--- src/hdl/dgcd_pkg.sv ---
// shared types and constants of the directed graph cycle detector
package dgcd_pkg;

  localparam int MAX_NODES = 64;
  localparam int ROW_W     = $clog2(MAX_NODES);
  localparam int NODE_W    = 6;
  localparam int COUNT_W   = 7;
  localparam int ROW_BITS  = 64;
  localparam int STACK_D   = 64;

  typedef enum logic [1:0] {
    CMD_CLEAR = 2'd0,
    CMD_ADD   = 2'd1,
    CMD_CHECK = 2'd2
  } cmd_t;

  typedef enum logic [2:0] {
    ST_IDLE,
    ST_ADD,
    ST_ROOT,
    ST_EVAL,
    ST_POP
  } state_t;

  typedef struct packed {
    logic                clear;
    logic                rd;
    logic [ROW_W-1:0]    rd_addr;
    logic                wr;
    logic [ROW_W-1:0]    wr_addr;
    logic [ROW_BITS-1:0] wr_data;
  } edge_req_t;

endpackage

--- src/hdl/dgcd_edge_store.sv ---
// adjacency matrix memory with per-row valid bits so that a clear empties every row at once
module dgcd_edge_store (
  input  logic                          clk,
  input  logic                          rst,
  input  dgcd_pkg::edge_req_t           req,
  output logic [dgcd_pkg::ROW_BITS-1:0] rd_data
);

  logic [dgcd_pkg::ROW_BITS-1:0]  mem [dgcd_pkg::MAX_NODES];
  logic [dgcd_pkg::MAX_NODES-1:0] row_valid;
  logic [dgcd_pkg::ROW_BITS-1:0]  rd_q;
  logic                           rd_valid;

  always_ff @(posedge clk) begin
    if (req.wr) begin
      mem[req.wr_addr] <= req.wr_data;
    end
    if (req.rd) begin
      rd_q <= mem[req.rd_addr];
    end
  end

  // rows never written since the last clear read as empty
  always_ff @(posedge clk) begin
    if (rst) begin
      row_valid <= '0;
      rd_valid  <= 1'b0;
    end else begin
      if (req.clear) begin
        row_valid <= '0;
      end else if (req.wr) begin
        row_valid[req.wr_addr] <= 1'b1;
      end
      if (req.rd) begin
        rd_valid <= row_valid[req.rd_addr];
      end
    end
  end

  assign rd_data = rd_valid ? rd_q : '0;

endmodule

--- config.mk ---
export PLATFORM = sky130hd
export DESIGN_NAME = dgcd_edge_store
export DESIGN_NICKNAME = d
export VERILOG_FILES = /design/src/hdl/dgcd_pkg.sv /design/src/hdl/dgcd_edge_store.sv
export SDC_FILE = /design/constraint.sdc
export NUM_CORES = 2
export LEC_CHECK = 0
export BUFFER_PORTS_ARGS = -buffer_cell sky130_fd_sc_hd__buf_2
export CAP_MARGIN = 40
export CORE_AREA = 3 3 636 638
export CTS_CLUSTER_DIAMETER = 100
export CTS_CLUSTER_SIZE = 20
export DETAILED_ROUTE_END_ITERATION = 10
export DIE_AREA = 0 0 639 641
export PLACE_DENSITY = 0.53
export SYNTH_ARGS = -nofsm -noshare
export SYNTH_HDL_FRONTEND = slang
export SYNTH_SLANG_ARGS = --single-unit
--- constraint.sdc ---
create_clock -name clk -period 7.08 [get_ports clk]
set_input_delay 0.354 -clock clk [delete_from_list [all_inputs] [get_ports clk]]
set_output_delay 0.354 -clock clk [all_outputs]
set_load 0.005 [all_outputs]
After elaboration in Yosys (flattened, before gate mapping)
Memory sizes are Yosys's and may differ from the RTL's. A register that Yosys moved wholly into a read port is not among the register bits.
Cells that the tools add are included.
{"block": "op_classes", "add_sub_neg": 0, "n_eq_ne": 0, "n_bitwise": 1, "n_reduce_logical": 2, "mux": 7, "multipliers": 0, "n_div": 0, "n_lt_le_gt_ge": 3, "shifts": 0}
{"operator": "$mux 64", "n": 1}
{"operator": "$or 64x64->64", "n": 1}
{"operator": "$lt 6x7->1 const B", "n": 2}
{"operator": "$bmux 1 s6", "n": 1}
{"operator": "$demux 1 s6", "n": 1}
{"operator": "$ge 6x1->1 const B", "n": 1}
{"operator": "$mux 1", "n": 4}
{"operator": "$reduce_or 2->1", "n": 1}
{"operator": "$logic_and 1x1->1", "n": 1}
{"block": "totals", "ramBits": 4096, "latch_bits": 0, "memories": 1, "in_bits": 81, "mem_bits_ro": 0, "reg_bits": 65}
{"memory": "mem", "words": 64, "width": 64, "read_ports": 1, "rd_clocked_by_memory_dff": 1, "write_ports": 1, "line": "dgcd_edge_store.sv:9", "source": "logic [dgcd_pkg::ROW_BITS-1:0] mem [dgcd_pkg::MAX_NODES];"}

Logic depth before layout (Yosys ltp)
{"block": "logic_depth", "ltp_word": 5, "depth_mapped": 10, "ltp_nobuf": 5}

Worst setup path before layout
No wires, ideal clock.
{"block": "synth_timing", "path_type": "input to register", "start": "in req[70] in the netlist's numbering", "end": "mem mem[40][0] in the netlist's numbering, enable pin", "required_ps": 6513, "setup_ps": 567, "setup_slack_ps": 1279, "path_buffers": 0, "t_arrival_ps": 5234, "path_stages": 3, "path_cell_list": "nor2b_1 > nand3_1 > nor3_1"}
{"block": "synth_via", "elab_chain_cells": 2}
{"element": "start: declaration", "line": "dgcd_edge_store.sv:5", "source": "input dgcd_pkg::edge_req_t req,"}
{"element": "$mux 1", "line": "dgcd_edge_store.sv:15", "source": "if (req.wr) begin"}
{"element": "$mux 1 (implied by the code)", "line": "dgcd_edge_store.sv:16", "source": "mem[req.wr_addr] <= req.wr_data;"}
{"element": "end: declaration", "line": "dgcd_edge_store.sv:9"}
Every way passes these cells.

Worst setup path in the final report
{"block": "layout_timing", "start": "reg rd_valid", "end": "out rd_data[54] in the netlist's numbering"}
{"block": "layout_via", "elab_chain_cells": 1}
{"element": "start: declaration", "line": "dgcd_edge_store.sv:12", "source": "logic rd_valid;"}
{"element": "start signal: assignment", "line": "dgcd_edge_store.sv:35", "source": "rd_valid <= row_valid[req.rd_addr];"}
{"element": "$mux 64", "line": "dgcd_edge_store.sv:40", "source": "assign rd_data = rd_valid ? rd_q : '0;"}
{"element": "end: declaration", "line": "dgcd_edge_store.sv:6", "source": "output logic [dgcd_pkg::ROW_BITS-1:0] rd_data"}
Every way passes these cells.

==> impl_results.md <==
- Area growth syn-to-layout: 10.6%
- Synth top cells by count: edfxtp_1 (4160), mux4_2 (1356), clkbuf_1 (176)
- CTS Buffer Depth: 4
- Via density: 6.05
- Maximum VDD drop: 0.000212 V
- Pleak: 52.9 nW
- Flops & latches, synth: 4225
- Die Span Y: 641 µm
- HP Class: input port to flip-flop
- Share of the synthesized area in the top cell type: 78.2%
- DRT antenna net count: 0
- Reg clk slew, reported paths: 0.09 ns
- Critical path class: flip-flop to output pin
- DRT Pass-1 Iters: 5
- Post-DP HPWL: 208 mm
- Top cells by area, synth: edfxtp_1 (78%), mux4_2 (19%), dfxtp_1 (0.82%), clkbuf_1 (0.41%), o21a_1 (0.30%)
- Final setup fails: 0
- Status: complete, no violations
- Critical path launch point type: flip-flop
- Fraction of layout cells with a size suffix above 1: 31.1%
- Cell taking the most area after synthesis: edfxtp_1
- Initial Util: 40.0%
- Worst-Margin Slew: 0.993 ns
- NumNets Final: 6585
- Cells after synthesis: 6169
- Mapped Avg Cell Area: 25.9 µm²
- Vias in the first global route: 72900
- Routed len/inst: 38.5 µm
- CTS root buf: clkbuf_16
- Min Tclk post-route: 3.43 ns
- Post-Syn Area: 160000 µm²
- Final hold violation count: 0
- Core area: 399000 µm²
- Critical Path Fanout Max: 35
- CP max stage cell: dfxtp_4
- Total track usage: 22.2%
- GP Congestion: 0.736
- Crit path DAT: 3.08 ns
- Worst EP required: 6.73 ns
- DR DRC count: 0
- Syn. warnings: 0
- Ys flop type: edfxtp_1
- Switch share: 20.9%
- H-tree depth: 4
- EDFF count, synth: 4160
- Rows: 232
- Maxcap violations: 0
- I/O pin total: 145
- Slew Limit Fails: 0
- Initial antenna violation count: 38
- Syn_nets: 6250
- RSZ-0062 raised after global routing: no
- DIE AREA: 410000 µm²
- Count leader, synth: edfxtp_1
- Power share of the clock group: 31.7%
- Fillcell total: 32900
- Layout Skew: 0.0327 ns
- Max Clk Rate: 0.291 GHz
- Pwr/cell area: 249 nW/µm²
- Wirelength, routed: 455 mm
- Max incr delay on CP: 0.77 ns
- Int Power: 34.8 mW
- TritonCTS clock tree: yes
- Async set or reset register ratio after synthesis: 0%
- Sink Count: 4225
- Initial DRC count: 9560
- Final worst-path cycle share: 48.5%
- Setup_tns: 0 ns
- Worst slew margin relative to its limit: 33.8%
- Vias: 71600
- Gate power share: 5.3%
- I/O Buffers: 144
- Total power: 44.0 mW
- Synth unique cells: 32
- CP Capture Type: output pin
- Die Span X: 639 µm
- CTS buffer count: 235
- First-pass GRT wire length: 624 mm
- Cells along the critical path: buf_4 > and2_1 > buf_2
- Post-synthesis sequential area ratio: 79.1%
- Seq pwr share: 63.0%
- Total grt overflow: 0
- Largest net degree at the start of global routing: 134
- Switch Pwr: 9.19 mW
- Worst skew pair latency: 0.96 ns
final timing paths:
| check | startpoint | to | slack (ns) | cells past startpoint |
|---|---|---|---|---|
| worst max register to register | mem[54][24] | rd_q[24] | 4.88 | 3 |
| worst min register to register | row_valid[18] | row_valid[18] | 0.47 | 1 |
| worst max-delay path | rd_valid | rd_data[54] | 3.65 | 3 |
| worst min-delay path | req[53] | mem[63][53] | 0.10 | 1 |
cells in the final DEF (no fill, tap or decap), drive strengths merged, types with 5 or more instances in the layout:
cell type,Yosys,final
dlygate4sd3,0,57
nand2b,5,5
and2,64,64
nand2,9,9
mux4,1356,1356
diode,0,15
nor2b,12,12
dfxtp,65,65
nor2,65,65
buf,149,366
edfxtp,4160,4160
o21a,64,64
clkbuf,176,279
inv,2,7
nor3,5,5
nand3,9,9
logic make-up (layout without fill, tap and decap cells):
logic type             count (synthesis)  count (layout)  share of synthesized area [%]
other                                  0              15                              0
DFF                                 4225            4225                           79.1
AOI/OAI and AO/OA                     78              78                          0.363
and+or+nand+nor                      177             177                          0.568
muxes                               1362            1362                           19.2
buffers and inverters                327             714                          0.843
power groups by stage:
stage / logic (mW) / clock network (mW) / registers [mW]
floorplan: 1.34 / 0 / 28.3
global route: 2.48 / 15.1 / 27.8
finish: 2.33 / 14.0 / 27.7
CTS: 2.30 / 14.3 / 27.8
global placement: 2.21 / 0 / 28.3
detailed placement: 2.29 / 0 / 28.3
worst max-delay path: cells and delay by family, from the launching register on:
family        cells  cell delay (ns)
flops             1             0.77
buf+inv           2             0.79
simple gates      1             0.45
routing by layer:
| metal | routed length (µm) | share of wire (%) | vias up | GRT usage [%] |
|---|---|---|---|---|
| li1 | - | - | 27500 | - |
| met1 | 189000 | 41 | 41000 | 31.2 |
| met2 | 228000 | 50 | 2663 | 37.4 |
| met3 | 28700 | 6.3 | 506 | 2.83 |
| met4 | 9290 | 2.0 | 14 | 4.52 |
| met5 | 92 | 0.020 | - | 0 |
stage by stage:
step	instances	hold slack, ns	setup WS [ns]	utilization [%]	instance area, µm²
2_1_floorplan	6169	0.433	1.28	-	160000
3_5_place_dp	11400	0.452	3.28	42.3	169000
4_1_cts	11700	0.0143	3.40	44.0	175000
6_report	11800	0.102	3.65	44.2	177000
3_3_place_gp	11400	0.441	3.28	42.1	168000
5_1_grt	11800	0.118	3.43	44.2	177000
registers in the layout, indices dropped and copies added, names as in the netlist:
name,count
rd_q,64
rd_valid,1
mem,4096
row_valid,64
timing repair:
item                      4_1_cts  5_1_grt
buffers inserted                0        0
gates resized for setup         0        0
hold buffers                   20       37
hold endpoints to repair     1052     2308
area by class of cell:
type / instances / area, µm² / share of cell area [%]
clock inverters: 10 / 125 / 0.0709
diodes: 15 / 37.5 / 0.0213
multi-input cells: 1617 / 32600 / 18.4
clock buffers: 279 / 6190 / 3.51
flip-flops and latches: 4225 / 126000 / 71.5
well taps: 5265 / 6590 / 3.73
inverters: 2 / 7.51 / 0.00425
repair buffers: 423 / 4850 / 2.75
Note: power is estimated with default switching activity, not from simulation.
